<file path="config.mk">
export PLATFORM = sky130hd
export DESIGN_NAME = backend_selector
export DESIGN_NICKNAME = d
export VERILOG_FILES = /design/src/hw/rtl/bsel_pkg.sv /design/src/hw/rtl/bsel_ram.sv /design/src/hw/rtl/bsel_div.sv /design/src/hw/rtl/backend_selector.sv
export SDC_FILE = /design/constraint.sdc
export NUM_CORES = 1
export LEC_CHECK = 0
export BUFFER_PORTS_ARGS = -buffer_cell sky130_fd_sc_hd__buf_2
export CORE_MARGIN = 3
export CORE_UTILIZATION = 40
export DETAILED_ROUTE_END_ITERATION = 10
export PLACE_DENSITY = 0.55
export SYNTH_ARGS = -nofsm -noshare
export SYNTH_HDL_FRONTEND = slang
export SYNTH_SLANG_ARGS = --single-unit
</file>
<file path="constraint.sdc">
create_clock -name clk -period 9.6 [get_ports clk]
set_clock_uncertainty 0.15 [all_clocks]
set_input_delay 0.48 -clock clk [delete_from_list [all_inputs] [get_ports clk]]
set_output_delay 0.48 -clock clk [all_outputs]
set_load 0.01 [all_outputs]
</file>
<file path="src/hw/rtl/bsel_pkg.sv">
// Shared types, codes and constants of the backend selector.
package bsel_pkg;

	localparam int SLOT_FIELD_W   = 4;
	localparam int WEIGHT_FIELD_W = 8;
	localparam int CONN_FIELD_W   = 16;
	localparam int CFG_IDX_W      = 2;
	localparam int CFG_DATA_W     = 16;
	localparam int LIMIT_W        = 16;
	localparam int RR_W           = 32;

	localparam logic OP_SELECT = 1'b0;
	localparam logic OP_WRITE  = 1'b1;

	localparam logic MODE_WRR = 1'b0;
	localparam logic MODE_LC  = 1'b1;

	localparam logic [CFG_IDX_W-1:0] CFG_ALGORITHM_MODE   = 2'd0;
	localparam logic [CFG_IDX_W-1:0] CFG_CONNECTION_LIMIT = 2'd1;

	typedef struct packed {
		logic                      op;
		logic [SLOT_FIELD_W-1:0]   slot;
		logic                      valid_req;
		logic                      healthy;
		logic [WEIGHT_FIELD_W-1:0] weight;
		logic [CONN_FIELD_W-1:0]   connections;
	} req_t;

	typedef struct packed {
		logic                    found;
		logic [SLOT_FIELD_W-1:0] chosen_slot;
	} rsp_t;

	typedef enum logic [3:0] {
		ST_IDLE,
		ST_SCAN,
		ST_DIV,
		ST_FIND,
		ST_LC_RD,
		ST_LC_MA,
		ST_LC_MB,
		ST_LC_CMP,
		ST_FIN
	} state_t;

endpackage

</file>
<file path="src/hw/rtl/bsel_ram.sv">
// Generic single-write, single-read RAM with registered read data.
module bsel_ram #(
	parameter int WIDTH = 8,
	parameter int DEPTH = 16
) (
	input  logic                     clk,
	input  logic                     we,
	input  logic [$clog2(DEPTH)-1:0] waddr,
	input  logic [WIDTH-1:0]         wdata,
	input  logic                     re,
	input  logic [$clog2(DEPTH)-1:0] raddr,
	output logic [WIDTH-1:0]         rdata
);

	logic [WIDTH-1:0] mem_q [DEPTH];

	always_ff @(posedge clk) begin
		if (we) begin
			mem_q[waddr] <= wdata;
		end
		if (re) begin
			rdata <= mem_q[raddr];
		end
	end

endmodule

</file>
<file path="src/hw/rtl/bsel_div.sv">
// Bit-serial restoring divider that returns the remainder, one bit per cycle.
module bsel_div #(
	parameter int DIVIDEND_W = 32,
	parameter int DIVISOR_W  = 12
) (
	input  logic                  clk,
	input  logic                  arst_n,
	input  logic                  start,
	input  logic [DIVIDEND_W-1:0] dividend,
	input  logic [DIVISOR_W-1:0]  divisor,
	output logic                  done,
	output logic [DIVISOR_W-1:0]  remainder
);

	localparam int CNT_W = (DIVIDEND_W > 1) ? $clog2(DIVIDEND_W) : 1;

	logic                  busy_q;
	logic                  done_q;
	logic [CNT_W-1:0]      cnt_q;
	logic [DIVIDEND_W-1:0] quo_q;
	logic [DIVISOR_W-1:0]  rem_q;
	logic [DIVISOR_W:0]    shifted;
	logic [DIVISOR_W:0]    diff;
	logic                  ge;

	// shift in the next dividend bit, subtract when it fits
	assign shifted = {rem_q, quo_q[DIVIDEND_W-1]};
	assign ge      = (shifted >= {1'b0, divisor});
	assign diff    = shifted - {1'b0, divisor};

	always_ff @(posedge clk or negedge arst_n) begin
		if (!arst_n) begin
			busy_q <= 1'b0;
			done_q <= 1'b0;
			cnt_q  <= '0;
		end else begin
			done_q <= 1'b0;
			if (start) begin
				busy_q <= 1'b1;
				cnt_q  <= '0;
			end else if (busy_q) begin
				cnt_q <= cnt_q + CNT_W'(1);
				if (cnt_q == CNT_W'(DIVIDEND_W - 1)) begin
					busy_q <= 1'b0;
					done_q <= 1'b1;
				end
			end
		end
	end

	always_ff @(posedge clk) begin
		if (start) begin
			quo_q <= dividend;
			rem_q <= '0;
		end else if (busy_q) begin
			quo_q <= quo_q << 1;
			rem_q <= ge ? diff[DIVISOR_W-1:0] : shifted[DIVISOR_W-1:0];
		end
	end

	assign done      = done_q;
	assign remainder = rem_q;

endmodule

</file>
<file path="src/hw/rtl/backend_selector.sv">
// Backend selector top level: slot table, sequencer and selection datapath.
//
//  channel | handshake              | payload
//  --------+------------------------+------------------------------------------
//  req     | req_valid / req_ready  | bsel_pkg::req_t: op, slot, entry fields
//  rsp     | rsp_valid / rsp_ready  | bsel_pkg::rsp_t: found, chosen_slot
//  cfg     | cfg_valid / cfg_ready  | cfg_index, cfg_data (always ready)
//
// One request at a time. A write request goes straight to the finish state. A
// round-robin select makes one table scan for the eligible weight total, a
// pass through the bit-serial remainder unit (32 bit steps), and a second
// scan up to the picked slot. A select with no eligible slot or a zero
// weight total ends after the first scan. A least-connections select takes
// LC_RD and LC_MA for each slot, plus LC_MB and LC_CMP when the single shared
// multiplier is used twice to compare that slot against the current pick.
// Reset clears the valid marks, config registers and round-robin counter.
// A pending response holds; the block still accepts a request and finishes it
// into the response register once that register is free.
module backend_selector #(
	parameter int NUM_SLOTS   = 16,
	parameter int WEIGHT_BITS = 8,
	parameter int CONN_BITS   = 16
) (
	input  logic                               clk,
	input  logic                               arst_n,
	input  logic                               req_valid,
	output logic                               req_ready,
	input  bsel_pkg::req_t                     req,
	output logic                               rsp_valid,
	input  logic                               rsp_ready,
	output bsel_pkg::rsp_t                     rsp,
	input  logic                               cfg_valid,
	output logic                               cfg_ready,
	input  logic [bsel_pkg::CFG_IDX_W-1:0]     cfg_index,
	input  logic [bsel_pkg::CFG_DATA_W-1:0]    cfg_data
);

	localparam int SLOT_W   = (NUM_SLOTS > 1) ? $clog2(NUM_SLOTS) : 1;
	localparam int CNT_W    = $clog2(NUM_SLOTS + 1);
	localparam int ENTRY_W  = 1 + WEIGHT_BITS + CONN_BITS;
	localparam int TOT_W    = WEIGHT_BITS + SLOT_W;
	localparam int PROD_W   = CONN_BITS + WEIGHT_BITS;
	localparam int CMP_W    = (CONN_BITS > bsel_pkg::LIMIT_W) ? CONN_BITS : bsel_pkg::LIMIT_W;

	bsel_pkg::state_t state_q, state_d;

	// configuration
	logic                         mode_q;
	logic [bsel_pkg::LIMIT_W-1:0] limit_q;

	// slot table: valid marks in flops, the rest in RAM
	logic [NUM_SLOTS-1:0] entry_valid_q;
	logic                 wr_en;
	logic [SLOT_W-1:0]    wr_addr;
	logic [ENTRY_W-1:0]   wr_data;
	logic                 rd_en;
	logic [ENTRY_W-1:0]   rd_data;

	// scan pipeline
	logic [CNT_W-1:0]  iss_q;
	logic              act_s1;
	logic [SLOT_W-1:0] idx_s1;
	logic              vld_s1;

	// selection state
	logic                   have_pick_q;
	logic [SLOT_W-1:0]      pick_q;
	logic [WEIGHT_BITS-1:0] pw_q;
	logic [CONN_BITS-1:0]   pc_q;
	logic [TOT_W-1:0]       total_q;
	logic [TOT_W-1:0]       cum_q;
	logic [bsel_pkg::RR_W-1:0] rr_q;
	logic [PROD_W-1:0]      prod_a_q;
	logic [PROD_W-1:0]      prod_b_q;

	// response register
	logic           rsp_valid_q;
	bsel_pkg::rsp_t rsp_q;

	// divider
	logic             div_start;
	logic             div_done;
	logic [TOT_W-1:0] div_rem;

	// evaluation of the slot read back in stage 1
	logic                   cur_healthy;
	logic [WEIGHT_BITS-1:0] cur_w;
	logic [CONN_BITS-1:0]   cur_c;
	logic                   under_limit;
	logic                   elig_s1;
	logic                   last_s1;
	logic [TOT_W-1:0]       total_sum;
	logic [TOT_W-1:0]       cum_sum;
	logic                   scan_end;
	logic                   scan_have;
	logic [TOT_W-1:0]       scan_total;
	logic                   find_hit;
	logic                   lc_take;
	logic                   lc_mul;
	logic                   lc_less;
	logic [CONN_BITS-1:0]   mul_a;
	logic [WEIGHT_BITS-1:0] mul_b;
	logic [PROD_W-1:0]      mul_p;
	logic                   accept;
	logic                   rsp_load;

	assign accept = req_valid && req_ready;

	assign cur_healthy = rd_data[ENTRY_W-1];
	assign cur_w       = rd_data[CONN_BITS +: WEIGHT_BITS];
	assign cur_c       = rd_data[CONN_BITS-1:0];

	// a limit of zero means unlimited
	assign under_limit = (limit_q == '0) || (CMP_W'(cur_c) < CMP_W'(limit_q));
	assign elig_s1     = act_s1 && vld_s1 && cur_healthy && under_limit;
	assign last_s1     = (idx_s1 == SLOT_W'(NUM_SLOTS - 1));
	assign total_sum   = total_q + TOT_W'(cur_w);
	assign cum_sum     = cum_q + TOT_W'(cur_w);
	assign scan_end    = (state_q == bsel_pkg::ST_SCAN) && act_s1 && last_s1;
	assign scan_have   = have_pick_q || elig_s1;
	assign scan_total  = elig_s1 ? total_sum : total_q;
	assign find_hit    = elig_s1 && (div_rem < cum_sum);

	// zero weight counts as infinitely loaded
	assign lc_take = elig_s1 && (!have_pick_q || ((cur_w != '0) && (pw_q == '0)));
	assign lc_mul  = elig_s1 && have_pick_q && (cur_w != '0) && (pw_q != '0);
	assign lc_less = (prod_a_q < prod_b_q);

	// shared multiplier: conn_i * w_pick, then conn_pick * w_i
	assign mul_a = (state_q == bsel_pkg::ST_LC_MA) ? cur_c : pc_q;
	assign mul_b = (state_q == bsel_pkg::ST_LC_MA) ? pw_q : cur_w;
	assign mul_p = PROD_W'(mul_a) * PROD_W'(mul_b);

	// next state
	always_comb begin
		state_d = state_q;
		unique case (state_q)
			bsel_pkg::ST_IDLE: begin
				if (req_valid) begin
					if (req.op == bsel_pkg::OP_WRITE) begin
						state_d = bsel_pkg::ST_FIN;
					end else if (mode_q == bsel_pkg::MODE_LC) begin
						state_d = bsel_pkg::ST_LC_RD;
					end else begin
						state_d = bsel_pkg::ST_SCAN;
					end
				end
			end
			bsel_pkg::ST_SCAN: begin
				if (scan_end) begin
					if (!scan_have || (scan_total == '0)) begin
						state_d = bsel_pkg::ST_FIN;
					end else begin
						state_d = bsel_pkg::ST_DIV;
					end
				end
			end
			bsel_pkg::ST_DIV: begin
				if (div_done) begin
					state_d = bsel_pkg::ST_FIND;
				end
			end
			bsel_pkg::ST_FIND: begin
				if (act_s1 && (find_hit || last_s1)) begin
					state_d = bsel_pkg::ST_FIN;
				end
			end
			bsel_pkg::ST_LC_RD: begin
				state_d = bsel_pkg::ST_LC_MA;
			end
			bsel_pkg::ST_LC_MA: begin
				if (lc_mul) begin
					state_d = bsel_pkg::ST_LC_MB;
				end else if (last_s1) begin
					state_d = bsel_pkg::ST_FIN;
				end else begin
					state_d = bsel_pkg::ST_LC_RD;
				end
			end
			bsel_pkg::ST_LC_MB: begin
				state_d = bsel_pkg::ST_LC_CMP;
			end
			bsel_pkg::ST_LC_CMP: begin
				state_d = last_s1 ? bsel_pkg::ST_FIN : bsel_pkg::ST_LC_RD;
			end
			bsel_pkg::ST_FIN: begin
				if (rsp_load) begin
					state_d = bsel_pkg::ST_IDLE;
				end
			end
			default: begin
				state_d = bsel_pkg::ST_IDLE;
			end
		endcase
	end

	// sequencer outputs
	always_comb begin
		req_ready = 1'b0;
		rd_en     = 1'b0;
		div_start = 1'b0;
		rsp_load  = 1'b0;
		unique case (state_q)
			bsel_pkg::ST_IDLE: begin
				req_ready = 1'b1;
			end
			bsel_pkg::ST_SCAN: begin
				rd_en     = (iss_q < CNT_W'(NUM_SLOTS));
				div_start = scan_end && scan_have && (scan_total != '0);
			end
			bsel_pkg::ST_FIND: begin
				rd_en = (iss_q < CNT_W'(NUM_SLOTS));
			end
			bsel_pkg::ST_LC_RD: begin
				rd_en = 1'b1;
			end
			bsel_pkg::ST_FIN: begin
				rsp_load = !rsp_valid_q || rsp_ready;
			end
			default: begin
			end
		endcase
	end

	always_ff @(posedge clk or negedge arst_n) begin
		if (!arst_n) begin
			state_q <= bsel_pkg::ST_IDLE;
		end else begin
			state_q <= state_d;
		end
	end

	// configuration writes
	assign cfg_ready = 1'b1;

	always_ff @(posedge clk or negedge arst_n) begin
		if (!arst_n) begin
			mode_q  <= bsel_pkg::MODE_WRR;
			limit_q <= '0;
		end else if (cfg_valid) begin
			unique case (cfg_index)
				bsel_pkg::CFG_ALGORITHM_MODE: begin
					mode_q <= cfg_data[0];
				end
				bsel_pkg::CFG_CONNECTION_LIMIT: begin
					limit_q <= cfg_data[bsel_pkg::LIMIT_W-1:0];
				end
				default: begin
				end
			endcase
		end
	end

	// table writes: drop a write aimed past the last slot
	assign wr_en   = accept && (req.op == bsel_pkg::OP_WRITE) && (32'(req.slot) < NUM_SLOTS);
	assign wr_addr = SLOT_W'(req.slot);
	assign wr_data = {req.healthy, WEIGHT_BITS'(req.weight), CONN_BITS'(req.connections)};

	always_ff @(posedge clk or negedge arst_n) begin
		if (!arst_n) begin
			entry_valid_q <= '0;
		end else if (wr_en) begin
			entry_valid_q[wr_addr] <= req.valid_req;
		end
	end

	bsel_ram #(
		.WIDTH (ENTRY_W),
		.DEPTH (NUM_SLOTS)
	) u_table (
		.clk   (clk),
		.we    (wr_en),
		.waddr (wr_addr),
		.wdata (wr_data),
		.re    (rd_en),
		.raddr (iss_q[SLOT_W-1:0]),
		.rdata (rd_data)
	);

	bsel_div #(
		.DIVIDEND_W (bsel_pkg::RR_W),
		.DIVISOR_W  (TOT_W)
	) u_div (
		.clk       (clk),
		.arst_n    (arst_n),
		.start     (div_start),
		.dividend  (rr_q),
		.divisor   (total_q),
		.done      (div_done),
		.remainder (div_rem)
	);

	// control: scan issue counter, stage-1 tag, round-robin counter, pick flag
	always_ff @(posedge clk or negedge arst_n) begin
		if (!arst_n) begin
			iss_q       <= '0;
			act_s1      <= 1'b0;
			have_pick_q <= 1'b0;
			rr_q        <= '0;
		end else begin
			act_s1 <= rd_en;
			if (accept) begin
				iss_q       <= '0;
				have_pick_q <= 1'b0;
			end else if (rd_en) begin
				iss_q <= iss_q + CNT_W'(1);
			end else if (div_start) begin
				// restart the table walk for the cumulative search
				iss_q <= '0;
				rr_q  <= rr_q + bsel_pkg::RR_W'(1);
			end
			if ((state_q == bsel_pkg::ST_SCAN) && elig_s1) begin
				have_pick_q <= 1'b1;
			end
			if ((state_q == bsel_pkg::ST_LC_MA) && lc_take) begin
				have_pick_q <= 1'b1;
			end
		end
	end

	// datapath
	always_ff @(posedge clk) begin
		if (rd_en) begin
			idx_s1 <= iss_q[SLOT_W-1:0];
			vld_s1 <= entry_valid_q[iss_q[SLOT_W-1:0]];
		end
		if (accept) begin
			total_q <= '0;
			cum_q   <= '0;
		end
		unique case (state_q)
			bsel_pkg::ST_SCAN: begin
				if (elig_s1) begin
					total_q <= total_sum;
					if (!have_pick_q) begin
						pick_q <= idx_s1;
					end
				end
			end
			bsel_pkg::ST_FIND: begin
				if (elig_s1) begin
					cum_q <= cum_sum;
					if (find_hit) begin
						pick_q <= idx_s1;
					end
				end
			end
			bsel_pkg::ST_LC_MA: begin
				if (lc_take) begin
					pick_q <= idx_s1;
					pw_q   <= cur_w;
					pc_q   <= cur_c;
				end
				if (lc_mul) begin
					prod_a_q <= mul_p;
				end
			end
			bsel_pkg::ST_LC_MB: begin
				prod_b_q <= mul_p;
			end
			bsel_pkg::ST_LC_CMP: begin
				if (lc_less) begin
					pick_q <= idx_s1;
					pw_q   <= cur_w;
					pc_q   <= cur_c;
				end
			end
			default: begin
			end
		endcase
	end

	// response register: load when free, drop once taken
	always_ff @(posedge clk or negedge arst_n) begin
		if (!arst_n) begin
			rsp_valid_q <= 1'b0;
		end else if (rsp_load) begin
			rsp_valid_q <= 1'b1;
		end else if (rsp_ready) begin
			rsp_valid_q <= 1'b0;
		end
	end

	always_ff @(posedge clk) begin
		if (rsp_load) begin
			rsp_q.found       <= have_pick_q;
			rsp_q.chosen_slot <= have_pick_q ? bsel_pkg::SLOT_FIELD_W'(pick_q) : '0;
		end
	end

	assign rsp_valid = rsp_valid_q;
	assign rsp       = rsp_q;

`ifndef ASSERT_OFF
	// a finished result never overwrites one still waiting
	a_fin_holds: assert property (@(posedge clk) disable iff (!arst_n)
		(state_q == bsel_pkg::ST_FIN && rsp_valid_q && !rsp_ready) |=>
		(state_q == bsel_pkg::ST_FIN))
		else $error("finished result overwrote a pending response");

	// round-robin counter only ever advances by one
	a_rr_step: assert property (@(posedge clk) disable iff (!arst_n)
		(rr_q != $past(rr_q)) |-> (rr_q == $past(rr_q) + bsel_pkg::RR_W'(1)))
		else $error("round-robin counter jumped");

	// remainder unit reports only while the sequencer waits for it
	a_div_done: assert property (@(posedge clk) disable iff (!arst_n)
		div_done |-> (state_q == bsel_pkg::ST_DIV))
		else $error("divider finished outside the divide state");

	// the round-robin target always lies below the eligible weight total
	a_target_range: assert property (@(posedge clk) disable iff (!arst_n)
		(state_q == bsel_pkg::ST_FIND) |-> (div_rem < total_q))
		else $error("round-robin target out of range");
`endif

endmodule
</file>
### Word-level counts from Yosys, hierarchy flattened

Memory sizes are Yosys's and may differ from the RTL's. A register that Yosys moved wholly into a read port is not among the register bits.
Cells that the tools add are included.

| word-level totals | value |
|---|---|
| output and inout port bits | 8 |
| word-level logic and storage cells | 178 |
| RAM bits | 400 |
| memories | 1 |
| register bits after elaboration | 238 |

| cells by class | value |
|---|---|
| muxes and demuxes | 63 |
| $mul | 1 |
| add/sub/neg operators | 6 |
| $lt $le $gt $ge | 8 |
| bitwise gates (word level) | 2 |
| reductions and logical operators | 50 |
| equality and inequality tests | 22 |

Memory list:

| memory | depth | bits a word | rd ports | clocked after Yosys merged registers in | write ports | RTL line | text |
|---|---|---|---|---|---|---|---|
| u_table.mem_q | 16 | 25 | 1 | 1 | 1 | bsel_ram.sv:15 | `logic [WIDTH-1:0] mem_q [DEPTH];` |

Operators by type and width:

| kind | number |
|---|---|
| $mux W12 | 8 |
| $mux W32 | 2 |
| $mux W4 | 15 |
| $mux W16 | 3 |
| $pmux W4 S9 | 1 |
| $add A32 B1 Y32 const B | 1 |
| $pmux W16 S2 | 1 |
| $mux W5 | 5 |
| $add A12 B8 Y12 | 2 |
| $lt A24 B24 Y1 | 1 |
| $mul A16 B8 Y24 | 1 |
| $mux W8 | 3 |
| $ne A2 B2 Y1 const B | 10 |
| $logic_and A1 B1 Y1 | 19 |
| $mux W1 | 18 |
| $bwmux W16 | 1 |
| $eq A4 B3 Y1 const B | 4 |
| $logic_not A16 Y1 | 1 |
| $lt A16 B16 Y1 | 1 |
| $pmux W4 S4 | 1 |
| $pmux W8 S2 | 1 |
| $reduce_bool A8 Y1 | 2 |
| $ge A13 B12 Y1 | 1 |
| $logic_not A12 Y1 | 1 |
| 31 further kinds | 49 |

### Logic depth before layout (Yosys ltp)

Gate-level depths: netlist of run 1.

| depth | value |
|---|---|
| word-level depth | 10 |
| mapped depth | 25 |
| depth with buffers taken out | 23 |

### Modules after synthesis

Synthesis of run 1 repeated with hierarchy kept, for this count alone.

| unflattened totals | value |
|---|---|
| cells, all modules | 2259 |
| area total of the unflattened synthesis | 32342.3 µm² |

Modules (own cells, without submodules):

| module | cells an instance | instances | area an instance (µm²) | sequential area each (µm²) |
|---|---|---|---|---|
| bsel_ram | 660 | 1 | 15801.4 | 12762.2 |
| backend_selector | 1346 | 1 | 13664.4 | 4989.8 |
| bsel_div | 253 | 1 | 2876.5 | 1376.3 |

### Least setup slack after synthesis of run 1

Ideal clock, no wire load.

| path | value |
|---|---|
| kind | register -> register |
| from | register state_q[2] |
| to | register prod_a_q[22], data pin |
| required time | 9.185 ns |
| data arrival time | 6.512 ns |
| path buffers | 3 |
| clock period less this slack | 6.927 ns |
| slack | 2.673 ns |
| cell stages (with the launch flop) | 23 |
| cell sequence | dfrtp_1 -> clkbuf_1 -> nor2b_1 -> nand3_1 -> buf_2 -> mux2i_1 -> clkbuf_1 -> nor2_1 -> fa_1 -> fa_1 -> fa_1 -> inv_1 -> fa_1 -> inv_1 -> ha_1 -> or3_1 -> or3_1 -> a221oi_2 -> o21ai_1 -> or4_1 -> a31oi_1 -> o21ai_1 -> xor2_1 |

| between the ends | value |
|---|---|
| longest elaborated chain between the ends | 3 |

RTL lines:

| item | RTL line | text |
|---|---|---|
| start, declared | backend_selector.sv:45 | `bsel_pkg::state_t state_q, state_d;` |
| start signal, assigned | backend_selector.sv:227 | `state_q <= bsel_pkg::ST_IDLE;` |
| start signal, assigned | backend_selector.sv:229 | `state_q <= state_d;` |
| $eq A4 B3 Y1 (*) | backend_selector.sv:130, backend_selector.sv:131 |  |
| $mux W16 / $mux W8 (equally long branches) | backend_selector.sv:130, backend_selector.sv:131 |  |
| $mul A16 B8 Y24 (*) | backend_selector.sv:132 | `assign mul_p = PROD_W'(mul_a) * PROD_W'(mul_b);` |
| named net mul_p[22] | backend_selector.sv:103 | `logic [PROD_W-1:0] mul_p;` |
| end signal, assigned | backend_selector.sv:355 | `prod_a_q <= mul_p;` |
| end, declared | backend_selector.sv:73 | `logic [PROD_W-1:0] prod_a_q;` |

Mark *: on every way through the listed nets, which the timed path passes. The rest lies on a longest branch.
A chain may end at the register's enable or synchronous reset.

### Worst setup path in the final report of run 1

| path | value |
|---|---|
| from | register state_q[2] |
| to | register prod_b_q[22], data pin |

| between the ends | value |
|---|---|
| longest elaborated chain between the ends | 3 |

RTL lines:

| item | RTL line | text |
|---|---|---|
| $eq A4 B3 Y1 (*) | backend_selector.sv:130, backend_selector.sv:131 |  |
| $mux W16 / $mux W8 (equally long branches) | backend_selector.sv:130, backend_selector.sv:131 |  |
| $mul A16 B8 Y24 (*) | backend_selector.sv:132 |  |
| named net mul_p[22] | backend_selector.sv:103 |  |
| end signal, assigned | backend_selector.sv:359 | `prod_b_q <= mul_p;` |
| end, declared | backend_selector.sv:74 | `logic [PROD_W-1:0] prod_b_q;` |

Marks and branches as above.

==> results of run 1 <==
registers in the layout, indices dropped and copies added, names as in the netlist, 4 cells and up:
| signal | flops |
|---|---|
| cum_q | 12 |
| entry_valid_q | 16 |
| idx_s1 | 4 |
| iss_q | 5 |
| limit_q | 16 |
| pc_q | 16 |
| pick_q | 4 |
| prod_a_q | 24 |
| prod_b_q | 24 |
| pw_q | 8 |
| rr_q | 32 |
| rsp | 5 |
| state_q | 4 |
| total_q | 12 |
| u_div.cnt_q | 5 |
| u_div.quo_q | 32 |
| u_div.remainder | 12 |
| u_table.mem_q | 400 |
| u_table.rdata | 25 |
logic make-up after synthesis:
| group | Yosys count | share of synthesized area |
|---|---|---|
| adders and majority gates | 212 | 0.104 |
| DFF | 663 | 0.599 |
| other | 1 | 0.000117 |
| buffers and inverters | 258 | 0.0315 |
| and+or+nand+nor | 455 | 0.0735 |
| AOI/OAI and AO/OA | 228 | 0.0487 |
| muxes | 223 | 0.123 |
| xor gates and xnor gates | 74 | 0.0203 |
worst max-delay path, delay by kind of cell (launching register included):
family	cells	cell delay, ns
AO/OA/AOI/OAI	4	0.94
XOR/XNOR	1	0.15
AND/OR/NAND/NOR	6	2.43
adder cells (fa/ha/maj)	5	2.23
multiplexers	1	0.14
flip-flops	1	0.62
buffers and inverters	5	0.85
stage by stage:
step / std cells / cell area [µm²] / worst slack, ns / utilization
2_1_floorplan: 2114 / 31900 / 2.67 / -
3_3_place_gp: 3181 / 33700 / 1.92 / 0.430
3_5_place_dp: 3181 / 33700 / 1.81 / 0.430
4_1_cts: 3334 / 36400 / 1.78 / 0.465
5_1_grt: 3336 / 36400 / 1.27 / 0.465
6_report: 3337 / 36400 / 1.82 / 0.465
area by class of cell:
cell class              count  area, µm²  share of cell area
inverters                 185        694              0.0191
diodes                      3       7.51            0.000206
repair buffers            117        773              0.0212
clock inverters            50        633              0.0174
flip-flops and latches    663      19100               0.526
well taps                1040       1300              0.0357
clock buffers              86       1930              0.0530
multi-input cells        1193      11900               0.328
cell usage in the layout (no fill, tap or decap), drive strengths merged, types with 14 or more instances in the layout:
| cell | netlist | routed |
|---|---|---|
| edfxtp | 543 | 543 |
| nor4 | 45 | 45 |
| nor2 | 181 | 181 |
| o21ai | 57 | 57 |
| clkinv | 0 | 37 |
| dfxtp | 36 | 36 |
| ha | 125 | 125 |
| xor2 | 39 | 39 |
| nand2 | 57 | 57 |
| fa | 87 | 87 |
| mux4 | 130 | 130 |
| inv | 185 | 186 |
| o21a | 14 | 14 |
| dlygate4sd3 | 0 | 17 |
| o211ai | 17 | 17 |
| xnor2 | 35 | 35 |
| mux2 | 59 | 59 |
| a21oi | 40 | 40 |
| a211oi | 17 | 17 |
| nand3 | 47 | 47 |
| a21o | 26 | 26 |
| buf | 20 | 100 |
| dfrtp | 84 | 84 |
| nor3 | 22 | 22 |
| clkbuf | 53 | 86 |
| or2 | 27 | 27 |
| mux2i | 34 | 34 |
per-layer routing:
layer  share of wire  track usage  vias to the layer above
met1            0.45        0.243                     9051
met2            0.47        0.279                      348
met5         0.00058            0                        -
met4           0.022       0.0442                        6
met3           0.057       0.0451                      104
li1                -            -                     8160
worst max path at each step:
| stage | to | cells after the start | slack (ns) | from |
|---|---|---|---|---|
| finish | prod_b_q[22]$_DFFE_PN_ | 22 | 1.82 | state_q[2]$_DFFE_PN0P_ |
| global route | prod_a_q[22]$_DFFE_PP_ | 19 | 1.27 | state_q[2]$_DFFE_PN0P_ |
| CTS | prod_a_q[22]$_DFFE_PP_ | 22 | 1.78 | state_q[2]$_DFFE_PN0P_ |
| detailed placement | prod_a_q[22]$_DFFE_PP_ | 22 | 1.81 | state_q[2]$_DFFE_PN0P_ |
| global placement | prod_a_q[22]$_DFFE_PP_ | 22 | 1.92 | state_q[2]$_DFFE_PN0P_ |
| floorplan | prod_a_q[22]$_DFFE_PP_ | 22 | 2.67 | state_q[2]$_DFFE_PN0P_ |
timing repair:
action / in CTS / in global routing
endpoints found under the hold margin: 49 / 0
hold buffers: 17 / 0
setup buffers: 0 / 0
report_power, final:
part           switching, µW  total, µW  internal [µW]  leakage [µW]
registers               27.2       3140           3110       0.00613
logic                   57.0       93.8           36.8       0.00639
clock network           1180       2900           1710       0.00124
==> flow_summary_export.csv, run 1 <==
group,metric,value,unit
outcome,status,"finished clean",
yosys,avgSynthCellArea,15.1,µm²
timing,tightestPinTransition,1.08,ns
pwr,p_total,6130,µW
yosys,synth_fp_nets,2380,
worst_setup_path,r2r-start,"state_q[2]$_DFFE_PN0P_",
detailed_routing,viasPerCell,5.29,
place,gp_congestion,0.842,
timing,final.setup.tns,0,ns
timing,grt_setup_unrepaired,"no",
timing,hold_violations,0,
timing,holdWs,0.0452,ns
timing,min_period,7.78,ns
yosys,synth_cell_types,79,
pwr,cellLeakagePower,0.0138,µW
worst_setup_path,r2r_cells,22,
die,fp.dieW,289,µm
detailed_routing,wl_per_cell,21.3,µm
yosys,yosys_warnings,0,
die,io_pins,62,
detailed_routing,firstDrtPassIters,5,
detailed_routing,vias,17700,
worst_setup_path,regToRegSetupSlack,1.82,ns
clocking,cts_tree,"done",
pwr,ir_drop,0.145,mV
die,coreArea,78200,µm²
worst_setup_path,start_kind,"flop",
yosys,yosys.area.top_type,"edfxtp_1",
worst_setup_path,worst-endpoint-arrival,7.98,ns
final_layout,nNetsFinal,2500,
pwr,power_density,168,nW/µm²
worst_setup_path,r2r-end,"prod_b_q[22]$_DFFE_PN_",
clocking,cts_made_buffers,74,
place,io_buffer_count,60,
yosys,synth-edff-count,543,
timing,max_freq,129,MHz
worst_setup_path,worstPathRequired,9.80,ns
worst_setup_path,crit_top_cell,"fa_1",
worst_setup_path,worstPathMaxFanout,16,
timing,final-max-slew-violation-count,0,
worst_hold_path,holdPathStages,1,
yosys,syn_inst,2114,
yosys,synth_ff_type,"edfxtp_1",
global_routing,grt_pass1_wl,111,mm
die,die_h,289,µm
worst_setup_path,crit_type,"flop to flop",
clocking,cts_resized,0,
global_routing,grt_max_degree,72,
worst_setup_path,critPathMaxStageDelay,0.70,ns
clocking,cts_sinks,663,
die,die_area,83200,µm²
die,num_rows,102,
yosys,synthTopCellsByCount,"edfxtp_1 (543), inv_1 (184), nor2_1 (181), mux4_2 (130), ha_1 (125)",
clocking,htree_num_levels,3,
global_routing,first_global_vias,18400,
detailed_routing,drtIter0Drc,1228,
timing,setup-violations-final,0,
clocking,clk_pin_slew,0.06,ns
worst_hold_path,hold_class,"primary input to flop",
yosys,synth.top_cell.area_share,0.511,
die,initial_core_util,0.408,
worst_setup_path,cp_cell_sequence,"nor2b_1 -> nand3_1 -> buf_4 -> mux2i_1 -> buf_4 -> or2_2 -> fa_1 -> inv_1 -> fa_1 -> fa_1 -> inv_1 -> fa_1 -> inv_1 -> ha_1 -> or3_1 -> or3_1 -> a221oi_2 -> o21ai_1 -> or4_1 -> a31oi_1 -> o21ai_1 -> xor2_1",
yosys,syn_area,31900,µm²
place,dp_hpwl,45.3,mm
final_layout,drive_gt1_frac,0.199,
detailed_routing,detail-route-antenna-nets,0,
final_layout,syn_to_final_growth,14.0,%
worst_hold_path,hold_end,"u_table.mem_q[2][6]$_DFFE_PP_",
yosys,yosysSeqAreaShare,0.599,
clocking,insertion_delay,0.64,ns
yosys,synthTopCellsByArea,"edfxtp_1 (51%), mux4_2 (9.2%), dfrtp_1 (6.6%), fa_1 (5.5%), ha_1 (4.9%)",
yosys,yosysMostFrequentCell,"edfxtp_1",
global_routing,grt_overflow,0,
worst_setup_path,endpoint_kind,"flop",
flow_run,maxCapViolCount,0,
timing,post-route-period-util,0.810,
final_layout,fillers,6790,
global_routing,antenna_found_initial,10,
global_routing,track_usage,0.176,
worst_hold_path,hold_path.startpoint,"req[6]",
worst_setup_path,slowest_stage,"nand3_1",
detailed_routing,post-route-drc-count,0,
clocking,clockBufferDepth,3,
clocking,root_buffer,"clkbuf_16",
yosys,ys_seq_elements,663,
timing,slew_headroom,0.277,
detailed_routing,routed_wl,71.2,mm
yosys,async_reset_ff_frac,0.127,
Note: power is estimated with default switching activity, not from simulation.
==> run 2, diff against run 1 <==
==> constraint.sdc (replaced) <==
create_clock -name clk -period 7.5 [get_ports clk]
set_clock_uncertainty 0.15 [all_clocks]
set_input_delay 0.375 -clock clk [delete_from_list [all_inputs] [get_ports clk]]
set_output_delay 0.375 -clock clk [all_outputs]
set_load 0.01 [all_outputs]
==> run 2 against run 1 <==
  * Flip-flop and latch count is the same
  * Sequential power grew 28%
  * Combinational power is 43% higher
  * Via count grew 1.5%
  * Total power increased by 31%
  * Clock power rose by 34%
  * Non-clock buffer count rose by 39
  * Die area stayed put
  * Critical endpoint unchanged
  * Largest cell class unchanged
==> flow_summary_export.csv, run 2 (synthesis gave the netlist of run 1 again) <==
group,metric,value,unit
outcome,status,"finished clean",
timing,setup-violations-final,0,
die,die_h,289,µm
clocking,clk_pin_slew,0.06,ns
timing,tightestPinTransition,1.07,ns
detailed_routing,post-route-drc-count,0,
clocking,htree_num_levels,3,
worst_setup_path,crit_type,"flop to flop",
pwr,ir_drop,0.176,mV
worst_setup_path,slowest_stage,"mux2i_1",
worst_setup_path,critPathMaxStageDelay,0.62,ns
worst_setup_path,worstPathMaxFanout,9,
clocking,cts_sinks,663,
global_routing,first_global_vias,19000,
final_layout,drive_gt1_frac,0.204,
final_layout,largest_reg_flops,400,
global_routing,grt_max_degree,75,
timing,slew_headroom,0.282,
timing,final-max-slew-violation-count,0,
global_routing,grt_pass1_wl,112,mm
timing,post-route-period-util,0.943,
worst_setup_path,endpoint_kind,"flop",
die,num_rows,102,
clocking,cts_tree,"done",
final_layout,regMostFlops,"u_table.mem_q",
timing,hold_violations,0,
place,dp_hpwl,46.0,mm
clocking,clockBufferDepth,3,
pwr,cellLeakagePower,0.0140,µW
final_layout,syn_to_final_growth,15.5,%
timing,final.setup.tns,0,ns
place,io_buffer_count,60,
final_layout,layout_common_cells,"edfxtp_1 (543), inv_1 (184), nor2_1 (166)",
worst_setup_path,worst-endpoint-arrival,7.28,ns
detailed_routing,detail-route-antenna-nets,0,
detailed_routing,drtIter0Drc,1252,
worst_setup_path,cp_cell_sequence,"inv_2 -> nand3_1 -> buf_4 -> mux2i_1 -> or2_2 -> fa_1 -> fa_1 -> inv_1 -> fa_1 -> inv_1 -> fa_1 -> inv_1 -> ha_1 -> or3_1 -> or3_1 -> a221oi_2 -> o21ai_1 -> or4_1 -> a31oi_1 -> o21ai_1 -> xor2_1",
worst_setup_path,r2r-start,"state_q[1]$_DFFE_PN0P_",
timing,min_period,7.07,ns
clocking,cts_made_buffers,74,
global_routing,grt_overflow,0,
final_layout,reg_top3,"u_table.mem_q (400), rr_q (32), u_div.quo_q (32)",
final_layout,fin_area,36900,µm²
detailed_routing,wl_per_cell,21.3,µm
detailed_routing,vias,17900,
final_layout,nNetsFinal,2539,
clocking,insertion_delay,0.63,ns
worst_setup_path,worstPathRequired,7.71,ns
worst_hold_path,hold_class,"primary input to flop",
place,placedInstanceArea,33800,µm²
final_layout,final_common_cell,"edfxtp_1",
place,gp_congestion,0.854,
worst_setup_path,start_kind,"flop",
pwr,power_density,218,nW/µm²
worst_setup_path,crit_path_start,"state_q[1]$_DFFE_PN0P_",
die,fp.dieW,289,µm
die,initial_core_util,0.408,
timing,grt_setup_unrepaired,"no",
detailed_routing,viasPerCell,5.31,
detailed_routing,firstDrtPassIters,5,
global_routing,track_usage,0.177,
detailed_routing,routed_wl,72.0,mm
die,die_area,83200,µm²
clocking,root_buffer,"clkbuf_16",
timing,max_freq,141,MHz
die,coreArea,78200,µm²
global_routing,antenna_found_initial,7,
die,io_pins,62,
flow_run,maxCapViolCount,0,
worst_setup_path,crit_top_cell,"fa_1",
worst_hold_path,hold_path.startpoint,"req[25]",
==> run 2: cell count changes in the layout (fill, tap and decap cells not counted), moves of 2 or more <==
cell and change:
buf_4 +13, bufinv_16 +5, dlygate4sd3_1 +26, clkbuf_8 +2
clkinv_2 +2, clkinv_1 -5
==> run 2: path summary, 6_finish.rpt <==
path,to,slack [ns],cells after the start
setup / recovery,prod_b_q[22]$_DFFE_PN_,0.43,21
hold / removal,entry_valid_q[9]$_DFFE_PN0P_,0.06,2
setup reg to reg,prod_b_q[22]$_DFFE_PN_,0.43,21
hold reg to reg,rr_q[31]$_DFFE_PN0P_,0.32,1
max in group asynchronous,iss_q[0]$_DFFE_PN0P_,5.85,3
min in group asynchronous,u_div.done$_DFF_PN0_,0.16,2
==> run 2: power breakdown <==
group          internal, µW  switching, µW
Clock                  2370           1520
Sequential             3990           34.5
Combinational          56.9           77.5
Total                  6420           1640
==> run 2: cell type report <==
| class | count | area (µm²) |
|---|---|---|
| inverters | 185 | 694 |
| clock inverters | 49 | 724 |
| repair buffers | 156 | 1130 |
| fillers | 6725 | 41400 |
| flip-flops and latches | 663 | 19100 |
| diodes | 3 | 7.51 |
| multi-input cells | 1193 | 11900 |
| clock buffers | 87 | 1950 |
| well taps | 1040 | 1300 |
==> run 2: timing repair <==
item,4_1_cts,5_1_grt
hold buffers,43,0
setup buffers,0,0
hold endpoints to repair,455,0
resized for setup,0,1
endpoints found under the setup margin,0,2
==> run 2: metrics by stage <==
step           cells  hold WS, ns  utilization  worst slack [ns]  total power, µW
2_1_floorplan   2114      -0.0706            -             0.573             4120
3_3_place_gp    3194        0.282        0.432             0.516             4210
3_5_place_dp    3194        0.287        0.432             0.439             4210
4_1_cts         3373      0.00180        0.471             0.395             8160
5_1_grt         3375       0.0474        0.471            0.0375             8330
6_report        3376       0.0591        0.471             0.428             8050
==> run 2: layer usage <==
metal  vias to the layer above  wire length, µm  part of all wire  GRT usage
li1                       8241                -                 -          -
met1                      9212            32500              0.45      0.243
met2                       356            34300              0.48      0.290
met3                       119             3400             0.047     0.0337
met4                         2             1800             0.025     0.0507
met5                         -               11           0.00015          0
==> run 2: critical path, delay by kind of cell (launching register included) <==
| family | cells | cell delay (ns) |
|---|---|---|
| DFF | 1 | 0.48 |
| AOI/OAI and AO/OA | 4 | 0.92 |
| muxes | 1 | 0.62 |
| adders and majority gates | 5 | 2.22 |
| and+or+nand+nor | 5 | 1.70 |
| xor gates and xnor gates | 1 | 0.15 |
| buffers and inverters | 5 | 0.54 |
==> run 3, diff against run 2 <==
--- a/config.mk
+++ b/config.mk
@@ -9,7 +9,8 @@
 export CORE_MARGIN = 3
 export CORE_UTILIZATION = 40
 export DETAILED_ROUTE_END_ITERATION = 10
-export PLACE_DENSITY = 0.55
+export GPL_ROUTABILITY_DRIVEN = 0
+export PLACE_DENSITY = 0.57
 export SYNTH_ARGS = -nofsm -noshare
 export SYNTH_HDL_FRONTEND = slang
 export SYNTH_SLANG_ARGS = --single-unit
==> run 3 against run 2 <==
  * Die area did not move
  * Highest routed layer unchanged
  * Sequential share of layout area rose by 0.30 points
  * Largest power group unchanged
  * Clock power shrank 6.4%
  * Flip-flop and latch count unchanged
  * Global-route usage fell by 0.55 points
  * Non-clock buffer count shrank 1
==> flow_summary_export.csv, run 3 (synthesis gave the netlist of run 1 again) <==
group,metric,value,unit
timing,post-route-period-util,0.943,
place,pre_cts_ws,0.471,ns
pwr,power_density,213,nW/µm²
clocking,cts_tree,"done",
die,die_h,289,µm
worst_setup_path,critPathBufInv,4,
timing,final.setup.tns,0,ns
worst_setup_path,critPathMaxStageDelay,0.67,ns
die,coreArea,78200,µm²
clocking,htree_num_levels,3,
die,die_area,83200,µm²
detailed_routing,post-route-drc-count,0,
flow_run,maxCapViolCount,0,
worst_setup_path,cp_cell_sequence,"inv_2 -> nand3_1 -> buf_4 -> mux2i_1 -> nor2_1 -> fa_1 -> fa_1 -> fa_1 -> inv_1 -> fa_1 -> inv_1 -> ha_1 -> or3_1 -> or3_1 -> a221oi_2 -> o21ai_1 -> or4_1 -> a31oi_1 -> o21ai_1 -> xor2_1",
worst_setup_path,worstPathRequired,7.71,ns
clocking,clk_pin_slew,0.06,ns
worst_setup_path,worst-endpoint-arrival,7.28,ns
pwr,ir_drop,0.198,mV
final_layout,drive_gt1_frac,0.199,
worst_setup_path,slowest_stage,"mux2i_1",
global_routing,grt_overflow,0,
worst_hold_path,hold_class,"primary input to async pin",
place,dp_hpwl,44.6,mm
detailed_routing,viasPerCell,5.30,
final_layout,seq_area,19100,µm²
place,io_buffer_count,60,
final_layout,reg_top3,"u_table.mem_q (400), rr_q (32), u_div.quo_q (32)",
final_layout,final_common_cell,"edfxtp_1",
clocking,root_buffer,"clkbuf_16",
timing,max_freq,141,MHz
final_layout,largest_reg_flops,400,
die,initial_core_util,0.408,
global_routing,first_global_vias,18500,
detailed_routing,detail-route-antenna-nets,0,
timing,slew_headroom,0.293,
clocking,insertion_delay,0.62,ns
clocking,cts_sinks,663,
worst_setup_path,crit_type,"flop to flop",
die,num_rows,102,
detailed_routing,wl_per_cell,20.9,µm
die,fp.dieW,289,µm
final_layout,syn_to_final_growth,14.9,%
worst_setup_path,crit_top_cell,"fa_1",
final_layout,fillers,6731,
timing,grt_setup_unrepaired,"no",
outcome,status,"finished clean",
pwr,cellLeakagePower,0.0139,µW
global_routing,grt_pass1_wl,109,mm
timing,tightestPinTransition,1.06,ns
detailed_routing,routed_wl,70.3,mm
timing,hold_violations,0,
worst_setup_path,worstPathMaxFanout,11,
detailed_routing,drtIter0Drc,1345,
global_routing,antenna_found_initial,4,
die,io_pins,62,
clocking,cts_made_buffers,73,
timing,finalWorstSetupSlack,0.427,ns
worst_setup_path,start_kind,"flop",
timing,final-max-slew-violation-count,0,
global_routing,track_usage,0.172,
worst_setup_path,cp_top_family,"adder cells",
worst_setup_path,endpoint_kind,"flop",
detailed_routing,firstDrtPassIters,5,
timing,min_period,7.07,ns
timing,setup-violations-final,0,
global_routing,grt_max_degree,110,
final_layout,nNetsFinal,2537,
final_layout,multi_input_area,11900,µm²
final_layout,layout_common_cells,"edfxtp_1 (543), inv_1 (184), nor2_1 (166)",
clocking,clockBufferDepth,3,
final_layout,regMostFlops,"u_table.mem_q",
detailed_routing,vias,17800,
## run 3: cell types whose count changed in the layout (fill, tap and decap cells not counted), moves of 2 or more
cell,previous run,this run
buf_4,54,50
bufinv_16,14,8
clkbuf_1,9,13
clkbuf_8,3,5
clkinv_16,5,2
clkinv_2,17,10
clkinvlp_4,2,4
diode_2,3,1
dlygate4sd3_1,43,45
inv_16,0,2
## run 3: per-layer routing
metal  vias to the layer above  track usage  wire, µm
met5                         -            0        24
met4                         4       0.0536      1900
met3                       117       0.0335      3800
met2                       446        0.276     33200
met1                      9057        0.238     31400
li1                       8220            -         -
## run 3: report_power, final
part / internal (µW) / switching [µW]
combinational: 56.5 / 77.2
sequential: 3990 / 30.8
clock: 2160 / 1490
total: 6200 / 1600
## run 3: path summary, 6_finish.rpt
path / startpoint / to / slack [ns] / depth (start not counted)
worst max-delay path: state_q[1]$_DFFE_PN0P_ / prod_a_q[22]$_DFFE_PP_ / 0.43 / 20
worst min-delay path: arst_n / rsp_valid$_DFFE_PN0P_ / 0.05 / 2
worst max register to register: state_q[1]$_DFFE_PN0P_ / prod_a_q[22]$_DFFE_PP_ / 0.43 / 20
worst min register to register: rr_q[31]$_DFFE_PN0P_ / rr_q[31]$_DFFE_PN0P_ / 0.31 / 1
max in group asynchronous: arst_n / iss_q[1]$_DFFE_PN0P_ / 5.81 / 3
min in group clk: req[30] / state_q[2]$_DFFE_PN0P_ / 0.07 / 4
## run 3: final cells by class
type	instances	share of cell area
Multi-Input combinational cell	1193	0.325
Clock buffer	92	0.0537
Inverter	185	0.0189
Tap cell	1040	0.0355
Antenna cell	1	0.0000683
Clock inverter	40	0.0135
Timing Repair Buffer	155	0.0311
Sequential cell	663	0.522
## run 3: repair_timing
action                    in CTS  in global routing
setup buffers                  0                  0
gates resized for setup        0                  0
hold buffers                  45                  0
hold endpoints to repair     435                  0
## run 3: worst reg2reg max path, delay by kind of cell, from the launching register on
family	cells	cell delay, ns
compound gates	4	0.92
xor+xnor	1	0.15
fa+ha+maj	5	2.34
buf+inv	4	0.51
flops	1	0.47
mux	1	0.67
simple gates	5	1.62
## run 3: per-stage QoR
| step | cells | total power (µW) | instance area [µm²] | utilization | hold WS [ns] |
|---|---|---|---|---|---|
| after floorplan | 2114 | 4120 | 31900 | - | -0.0706 |
| after global placement | 3191 | 4200 | 33700 | 0.431 | 0.125 |
| after detailed placement | 3191 | 4210 | 33700 | 0.431 | 0.130 |
| after CTS | 3368 | 7900 | 36700 | 0.469 | 0.0223 |
| after global routing | 3369 | 8060 | 36700 | 0.469 | 0.0406 |
| final | 3369 | 7800 | 36700 | 0.469 | 0.0461 |
